--- config.mk ---
export PLATFORM = sky130hd
export DESIGN_NAME = fxalu_front
export DESIGN_NICKNAME = d
export VERILOG_FILES = /design/src/sv/fxalu_pkg.sv /design/src/sv/fxalu_front.sv
export SDC_FILE = /design/constraint.sdc
export NUM_CORES = 2
export LEC_CHECK = 0
export ABC_AREA = 0
export BUFFER_PORTS_ARGS = -buffer_cell sky130_fd_sc_hd__buf_2
export CORE_ASPECT_RATIO = 1.25
export CORE_MARGIN = 2
export CORE_UTILIZATION = 56
export DETAILED_ROUTE_END_ITERATION = 10
export PLACE_DENSITY = 0.76
export SLEW_MARGIN = 10
export SYNTH_ARGS = -nofsm -noshare
export SYNTH_HDL_FRONTEND = slang
export SYNTH_SLANG_ARGS = --single-unit
--- constraint.sdc ---
create_clock -name clk -period 3.8 [get_ports clk]
set_clock_uncertainty 0.1 [all_clocks]
set_input_delay 0.19 -clock clk [delete_from_list [all_inputs] [get_ports clk]]
set_output_delay 0.19 -clock clk [all_outputs]
set_load 0.005 [all_outputs]
--- src/sv/fxalu_pkg.sv ---
`timescale 1ns / 1ps
// ----------------------------------------------------------------------------
// fxalu_pkg
// Shared constants, operation codes and bundle types of the Q24.8 fixed-point
// ALU pipeline.
// ----------------------------------------------------------------------------
package fxalu_pkg;

	localparam int FRACTION_BITS = 8;
	localparam int WORD_W        = 32;
	// Dividend is the operand magnitude shifted up by the fraction bits
	localparam int DIV_W         = WORD_W + FRACTION_BITS;
	localparam int DIV_STEPS     = DIV_W;
	// Exponent offset for single to fixed: shift = exp - 150 + fraction bits
	localparam int SH_BIAS       = 150 - FRACTION_BITS;
	// Biased exponent offset for fixed to single
	localparam int EXP_OFFSET    = 127 - FRACTION_BITS;
	localparam int SAT_SHIFT     = 40;
	localparam int FLUSH_SHIFT   = 26;

	localparam logic [WORD_W-1:0] MAX_POS = 32'h7FFF_FFFF;
	localparam logic [WORD_W-1:0] MIN_NEG = 32'h8000_0000;

	typedef enum logic [3:0] {
		FN_INT2FIX   = 4'd0,
		FN_FLOAT2FIX = 4'd1,
		FN_TOFLOAT   = 4'd2,
		FN_TOINT     = 4'd3,
		FN_ADD       = 4'd4,
		FN_SUB       = 4'd5,
		FN_MUL       = 4'd6,
		FN_DIV       = 4'd7,
		FN_CMP       = 4'd8,
		FN_MIN       = 4'd9,
		FN_MAX       = 4'd10,
		FN_INC       = 4'd11,
		FN_DEC       = 4'd12
	} func_t;

	typedef struct packed {
		logic signed [WORD_W-1:0] result_value;
		logic [WORD_W-1:0]        float_result;
		logic                     greater;
		logic                     less;
		logic                     equal;
		logic                     range_error;
	} res_t;

	typedef struct packed {
		logic              is_div;
		logic              zero;
		logic              neg;
		logic [WORD_W-1:0] mag_a;
		logic [WORD_W-1:0] mag_b;
	} div_op_t;

endpackage

--- src/sv/fxalu_front.sv ---
`timescale 1ns / 1ps
// ----------------------------------------------------------------------------
// fxalu_front
// Four register stages that compute every operation except divide, and
// prepare the divide operand magnitudes for the divider pipeline.
// ----------------------------------------------------------------------------
module fxalu_front import fxalu_pkg::*; (
	input  logic                     clk,
	input  logic                     arst_n,
	input  logic                     en,
	input  logic                     in_valid,
	input  logic [3:0]               func,
	input  logic signed [WORD_W-1:0] operand_a,
	input  logic signed [WORD_W-1:0] operand_b,
	input  logic [WORD_W-1:0]        float_bits,
	output logic                     out_valid,
	output res_t                     out_res,
	output div_op_t                  out_div
);

	// stage 1 registers
	logic                     v_s1;
	func_t                    fn_s1;
	res_t                     simple_s1;
	logic signed [63:0]       prod_s1;
	logic                     tf_sign_s1;
	logic [WORD_W-1:0]        tf_abs_s1;
	logic                     ff_sign_s1;
	logic                     ff_special_s1;
	logic                     ff_nan_s1;
	logic [23:0]              ff_man_s1;
	logic signed [9:0]        ff_sh_s1;
	div_op_t                  div_s1;

	// stage 2 registers
	logic                     v_s2;
	func_t                    fn_s2;
	res_t                     simple_s2;
	logic [WORD_W-1:0]        mul_s2;
	logic                     tf_sign_s2;
	logic                     tf_zero_s2;
	logic [WORD_W-1:0]        tf_abs_s2;
	logic [4:0]               tf_pos_s2;
	logic                     ff_sign_s2;
	logic                     ff_special_s2;
	logic                     ff_nan_s2;
	logic                     ff_over_s2;
	logic [63:0]              ff_mag_s2;
	logic                     ff_rb_s2;
	div_op_t                  div_s2;

	// stage 3 registers
	logic                     v_s3;
	func_t                    fn_s3;
	res_t                     simple_s3;
	logic [WORD_W-1:0]        mul_s3;
	logic                     tf_sign_s3;
	logic                     tf_zero_s3;
	logic [WORD_W-1:0]        tf_norm_s3;
	logic [4:0]               tf_pos_s3;
	logic                     ff_sign_s3;
	logic                     ff_special_s3;
	logic                     ff_nan_s3;
	logic                     ff_over_s3;
	logic [63:0]              ff_mag_s3;
	div_op_t                  div_s3;

	// stage 4 registers
	logic                     v_s4;
	res_t                     res_s4;
	div_op_t                  div_s4;

	// stage 1 combinational
	func_t                    fn_in;
	res_t                     simple_c;
	logic [7:0]               ex_c;
	logic [7:0]               exu_c;
	logic signed [9:0]        sh_c;
	div_op_t                  div_c;

	always_comb begin
		fn_in = func_t'(func);
		simple_c = '0;
		unique case (fn_in)
			FN_INT2FIX: simple_c.result_value = operand_a <<< FRACTION_BITS;
			FN_TOINT:   simple_c.result_value = operand_a >>> FRACTION_BITS;
			FN_ADD:     simple_c.result_value = operand_a + operand_b;
			FN_SUB:     simple_c.result_value = operand_a - operand_b;
			FN_CMP: begin
				simple_c.greater = operand_a > operand_b;
				simple_c.less    = operand_a < operand_b;
				simple_c.equal   = operand_a == operand_b;
			end
			FN_MIN:     simple_c.result_value = (operand_a < operand_b) ? operand_a : operand_b;
			FN_MAX:     simple_c.result_value = (operand_a > operand_b) ? operand_a : operand_b;
			FN_INC:     simple_c.result_value = operand_a + 32'sd1;
			FN_DEC:     simple_c.result_value = operand_a - 32'sd1;
			default:    simple_c = '0;
		endcase

		// decode the single-precision pattern
		ex_c  = float_bits[30:23];
		exu_c = (ex_c == 8'd0) ? 8'd1 : ex_c;
		sh_c  = $signed({2'b00, exu_c}) - $signed(10'(SH_BIAS));

		// divide operands as magnitudes
		div_c.is_div = (fn_in == FN_DIV);
		div_c.zero   = (operand_b == '0);
		div_c.neg    = operand_a[WORD_W-1] ^ operand_b[WORD_W-1];
		div_c.mag_a  = operand_a[WORD_W-1] ? (32'd0 - operand_a) : operand_a;
		div_c.mag_b  = operand_b[WORD_W-1] ? (32'd0 - operand_b) : operand_b;
	end

	// stage 2 combinational
	logic [4:0]  pos_c;
	logic [9:0]  k_c;
	logic [4:0]  kk_c;
	logic [24:0] rtmp_c;
	logic [63:0] mag_pre_c;
	logic        rb_c;
	logic        over_c;

	always_comb begin
		// leading one position of the tofloat magnitude
		pos_c = '0;
		for (int i = 0; i < WORD_W; i++) begin
			if (tf_abs_s1[i])
				pos_c = 5'(i);
		end

		// align the float mantissa to the fixed-point grid
		k_c       = 10'd0 - ff_sh_s1;
		kk_c      = k_c[4:0];
		rtmp_c    = '0;
		mag_pre_c = '0;
		rb_c      = 1'b0;
		over_c    = 1'b0;
		if (ff_sh_s1 >= 10'sd40) begin
			over_c = 1'b1;
		end else if (ff_sh_s1 >= 10'sd0) begin
			mag_pre_c = {40'd0, ff_man_s1} << ff_sh_s1[5:0];
		end else if (k_c < 10'(FLUSH_SHIFT)) begin
			mag_pre_c = {40'd0, ff_man_s1 >> kk_c};
			rtmp_c    = {1'b0, ff_man_s1} >> (kk_c - 5'd1);
			rb_c      = rtmp_c[0];
		end
	end

	// stage 4 combinational
	res_t        res_c;
	logic [7:0]  bexp_c;
	logic        rnd_c;
	logic [30:0] packed_c;

	always_comb begin
		bexp_c   = 8'(tf_pos_s3) + 8'(EXP_OFFSET);
		rnd_c    = tf_norm_s3[7] & ((|tf_norm_s3[6:0]) | tf_norm_s3[8]);
		packed_c = {bexp_c, tf_norm_s3[30:8]} + 31'(rnd_c);

		res_c = simple_s3;
		unique case (fn_s3)
			FN_FLOAT2FIX: begin
				res_c = '0;
				if (ff_special_s3) begin
					res_c.range_error  = 1'b1;
					res_c.result_value = ff_nan_s3 ? '0 : (ff_sign_s3 ? MIN_NEG : MAX_POS);
				end else if (ff_over_s3) begin
					res_c.range_error  = 1'b1;
					res_c.result_value = ff_sign_s3 ? MIN_NEG : MAX_POS;
				end else if (ff_sign_s3) begin
					if (ff_mag_s3 > {32'd0, MIN_NEG}) begin
						res_c.range_error  = 1'b1;
						res_c.result_value = MIN_NEG;
					end else begin
						res_c.result_value = 32'd0 - ff_mag_s3[WORD_W-1:0];
					end
				end else begin
					if (ff_mag_s3 > {32'd0, MAX_POS}) begin
						res_c.range_error  = 1'b1;
						res_c.result_value = MAX_POS;
					end else begin
						res_c.result_value = ff_mag_s3[WORD_W-1:0];
					end
				end
			end
			FN_TOFLOAT: begin
				res_c = '0;
				res_c.float_result = tf_zero_s3 ? '0 : {tf_sign_s3, packed_c};
			end
			FN_MUL: begin
				res_c = '0;
				res_c.result_value = mul_s3;
			end
			default: res_c = simple_s3;
		endcase
	end

	// advance valid bits
	always_ff @(posedge clk or negedge arst_n) begin
		if (!arst_n) begin
			v_s1 <= 1'b0;
			v_s2 <= 1'b0;
			v_s3 <= 1'b0;
			v_s4 <= 1'b0;
		end else if (en) begin
			v_s1 <= in_valid;
			v_s2 <= v_s1;
			v_s3 <= v_s2;
			v_s4 <= v_s3;
		end
	end

	// advance payload
	always_ff @(posedge clk) begin
		if (en) begin
			fn_s1         <= fn_in;
			simple_s1     <= simple_c;
			prod_s1       <= 64'(operand_a) * 64'(operand_b);
			tf_sign_s1    <= operand_a[WORD_W-1];
			tf_abs_s1     <= operand_a[WORD_W-1] ? (32'd0 - operand_a) : operand_a;
			ff_sign_s1    <= float_bits[31];
			ff_special_s1 <= (ex_c == 8'hFF);
			ff_nan_s1     <= (float_bits[22:0] != '0);
			ff_man_s1     <= {ex_c != 8'd0, float_bits[22:0]};
			ff_sh_s1      <= sh_c;
			div_s1        <= div_c;

			fn_s2         <= fn_s1;
			simple_s2     <= simple_s1;
			mul_s2        <= 32'(prod_s1 >>> FRACTION_BITS);
			tf_sign_s2    <= tf_sign_s1;
			tf_zero_s2    <= (tf_abs_s1 == '0);
			tf_abs_s2     <= tf_abs_s1;
			tf_pos_s2     <= pos_c;
			ff_sign_s2    <= ff_sign_s1;
			ff_special_s2 <= ff_special_s1;
			ff_nan_s2     <= ff_nan_s1;
			ff_over_s2    <= over_c;
			ff_mag_s2     <= mag_pre_c;
			ff_rb_s2      <= rb_c;
			div_s2        <= div_s1;

			fn_s3         <= fn_s2;
			simple_s3     <= simple_s2;
			mul_s3        <= mul_s2;
			tf_sign_s3    <= tf_sign_s2;
			tf_zero_s3    <= tf_zero_s2;
			tf_norm_s3    <= tf_abs_s2 << (5'd31 - tf_pos_s2);
			tf_pos_s3     <= tf_pos_s2;
			ff_sign_s3    <= ff_sign_s2;
			ff_special_s3 <= ff_special_s2;
			ff_nan_s3     <= ff_nan_s2;
			ff_over_s3    <= ff_over_s2;
			ff_mag_s3     <= ff_mag_s2 + 64'(ff_rb_s2);
			div_s3        <= div_s2;

			res_s4        <= res_c;
			div_s4        <= div_s3;
		end
	end

	assign out_valid = v_s4;
	assign out_res   = res_s4;
	assign out_div   = div_s4;

endmodule

==> flow_metrics.env <==
export IMPL_hold_viol=0
export IMPL_vias=47100
export IMPL_fin_crit_sh=1.767
export IMPL_netlist_top_cells_area="edfxtp_1, fa_1, inv_1"
export IMPL_drtPass1Iterations=6
export IMPL_crit_family="adder cells"
export IMPL_grtUsageMet2=0.5597
export IMPL_ant_nets=0
export IMPL_crit_slowest_cell="fa_2"
export IMPL_yosysWarnings=0
export IMPL_final_setup_worst_slack_ns=-2.916
export IMPL_arrival_ns=7.01
export IMPL_synth_seq_area_share=0.3750
export IMPL_die_y_um=375.3
export IMPL_port_buffers=239
export IMPL_wl_per_cell_um=23.52
export IMPL_core_area_mm2=0.1098
export IMPL_via_per_inst=5.812
export IMPL_hold_class="primary input to register"
export IMPL_antenna_found_initial=6
export IMPL_path_class="primary input to register"
export IMPL_period_minus_slack_ns=6.716
export IMPL_path_buf_inv=6
export IMPL_slew_headroom=0.2043
export IMPL_crit_top_cell="fa_1"
export IMPL_crit_required_ns=4.10
export IMPL_drive_gt1_frac=0.2305
export IMPL_synthCells=5764
export IMPL_cp_end_kind="register"
export IMPL_overflow=0
export IMPL_synth_nets=6761
export IMPL_timing_rr_end="out_res[40]"
export IMPL_die_area_mm2=0.1130
export IMPL_rr_worst_depth=11
export IMPL_die_w_um=301.0
export IMPL_h_tree_depth=3
export IMPL_cp_start_kind="primary input"
export IMPL_grt_busiest_layer="met2"
export IMPL_critPathCapture="prod_s1[30]"
export IMPL_grt_pass1_wl_mm=284.2
export IMPL_setup_viol_count_final=55
export IMPL_numClockSinks=772
export IMPL_cp_depth=26
export IMPL_met3_usage=0.05386
export IMPL_io_pins=240
export IMPL_rrSetupSlack_ns=0.06
export IMPL_numCtsBuffers=68
export IMPL_grt_use_total=0.3365
export IMPL_yosys_area_top_type="edfxtp_1"
export IMPL_synthArstFlopShare=0.005181
export IMPL_cap_viol_max_count=0
export IMPL_synth_top_area_frac=0.3734
export IMPL_cts_root_buffer="clkbuf_16"
export IMPL_violations="setup timing"
export IMPL_drtIter0Drc=4370
export IMPL_syn_area_mm2=0.06176
export IMPL_path_clk_slew_ns=0.07
export IMPL_synth_edf_count=768
export IMPL_ys_types=89
export IMPL_nFillCells=7945
export IMPL_timing_hold_ws_ns=0.06182
export IMPL_drc_errors=0
export IMPL_max_freq_ghz=0.1489
export IMPL_synthTopCellsByCount="inv_1, edfxtp_1, fa_1, nand2_1, and2_1"
export IMPL_tightest_slew_ns=1.194
export IMPL_met1_usage=0.4123
export IMPL_grt_max_degree=100
export IMPL_grt_pass1_vias=48350
export IMPL_cpPeakStageDelay_ns=0.58
export IMPL_clockBufferDepth=3
export IMPL_fin_util=0.6866
export IMPL_crit_start="operand_a[10]"
export IMPL_placementRows=136
export IMPL_rsz0062_at_grt="yes"
export IMPL_syn_avg_cell_area_um2=10.71
export IMPL_report_final_slew_viol_count=0
export IMPL_initial_core_util=0.5627
export IMPL_syn_to_final_growth_pct=22.01
export IMPL_ys_flop_type="edfxtp_1"
export IMPL_cts_tree="done"
export IMPL_outcome="complete, but fails checks"
export IMPL_gp_congestion=1.012
export IMPL_layout_nets=7597
export IMPL_critical_path_max_fanout=7
export IMPL_dp_hpwl_mm=148.0
export IMPL_synth_ff_latch_count=772
export IMPL_synth_most_common_cell="inv_1"
export IMPL_finalWirelength_mm=190.6
export IMPL_r2r_start="ff_mag_s3[1]"
export IMPL_clk_latency_ns=0.67
-- state kept, by name (all words and copies together), names as in the netlist, 9 cells and up --
name	count
div_s1	67
div_s2	67
div_s3	67
ff_mag_s2	64
ff_mag_s3	64
ff_man_s1	24
ff_sh_s1	9
mul_s2	32
mul_s3	32
out_div	67
out_res	68
prod_s1	32
simple_s1	35
simple_s2	35
simple_s3	35
tf_norm_s3	31
-- layout make-up --
class | count | area, um2 | area share
multi-input combinational | 3834 | 36170 | 0.4800
sequential | 772 | 23160 | 0.3074
tap | 1449 | 1813 | 0.02406
antenna | 3 | 7.507 | 0.00009962
inverter | 853 | 3216 | 0.04267
timing repair buffer | 1071 | 8752 | 0.1161
clock buffer | 72 | 1717 | 0.02278
clock inverter | 50 | 519.2 | 0.006891
-- cell usage in the layout, fill, tap and decap left out, types with 23 or more instances in the layout --
| cell type | netlist | routed |
|---|---|---|
| o21ai_0 | 186 | 161 |
| nor2_1 | 285 | 266 |
| a21oi_2 | 0 | 23 |
| dlygate4sd3_1 | 0 | 46 |
| xor2_1 | 87 | 79 |
| or3_1 | 36 | 28 |
| nor2b_1 | 43 | 39 |
| o22ai_1 | 43 | 42 |
| mux2_2 | 33 | 32 |
| a21o_1 | 53 | 53 |
| nand2b_1 | 40 | 39 |
| nand2_1 | 597 | 592 |
| and2_1 | 393 | 368 |
| nor3_1 | 63 | 57 |
| xnor2_1 | 239 | 210 |
| and3_1 | 26 | 24 |
| nor4_1 | 35 | 32 |
| mux4_2 | 35 | 35 |
| ha_4 | 0 | 34 |
| nand4_1 | 28 | 28 |
| fa_1 | 644 | 624 |
| buf_2 | 8 | 203 |
| a21oi_1 | 207 | 177 |
| buf_4 | 0 | 677 |
| nand3_1 | 79 | 73 |
| buf_12 | 0 | 45 |
| inv_2 | 1 | 35 |
| clkbuf_16 | 0 | 73 |
| and2_4 | 0 | 25 |
| mux2i_1 | 73 | 73 |
| buf_6 | 2 | 71 |
| edfxtp_1 | 768 | 768 |
| o21ai_1 | 10 | 23 |
| inv_1 | 847 | 810 |
| ha_1 | 249 | 207 |
| a221o_1 | 36 | 35 |
-- worst min-delay path: cells and delay by family --
kind	cells	cell delay, ns
buf+inv	3	0.48
-- stage by stage --
stage	TNS, ns	area (um2)	std cells	setup WS, ns
final	-88.57	75350	8104	-2.916
after global routing	-95.45	75350	8104	-3.124
after CTS	-80.24	73780	8064	-2.928
after detailed placement	-134.93	69860	7871	-3.795
after global placement	-132.88	69860	7871	-3.759
after floorplan	-82.18	62800	5764	-3.317
-- how the worst min path moves through the flow --
stage,start,to,slack (ns),depth (start not counted)
6_report,operand_a[0],div_s1[32],0.06,3
5_1_grt,operand_a[0],div_s1[32],0.03,3
4_1_cts,operand_a[0],div_s1[32],0.01,3
3_5_place_dp,arst_n,v_s2,-0.10,1
3_3_place_gp,arst_n,out_valid,-0.11,1
2_1_floorplan,arst_n,out_valid,-0.21,0
-- per-layer routing --
metal,vias up,part of all wire
met3,722,0.079
met4,4,0.076
met5,-,0.00012
met1,23230,0.36
li1,20830,-
met2,2321,0.48
-- cells by family (layout without fill, tap and decap cells) --
family	count (synthesis)	after routing	share of synthesized area
adder cells (fa/ha/maj)	894	894	0.2594
multiplexers	141	141	0.03061
AO/OA/AOI/OAI	773	773	0.08091
other	0	3	0
AND/OR/NAND/NOR	1700	1700	0.1371
flip-flops	772	772	0.3750
buffers and inverters	1158	2046	0.07078
XOR/XNOR	326	326	0.04623
-- what timing repair did --
action	4_1_cts	5_1_grt
hold buffers	46	0
setup buffers	31	49
gates resized for setup	207	288
hold endpoints to repair	63	0
cloned	2	6
pin swaps	74	178
endpoints found under the setup margin	53	66
Power is not shown: default switching activity piles up to over one toggle a cycle in this logic, so the estimate is an artifact.
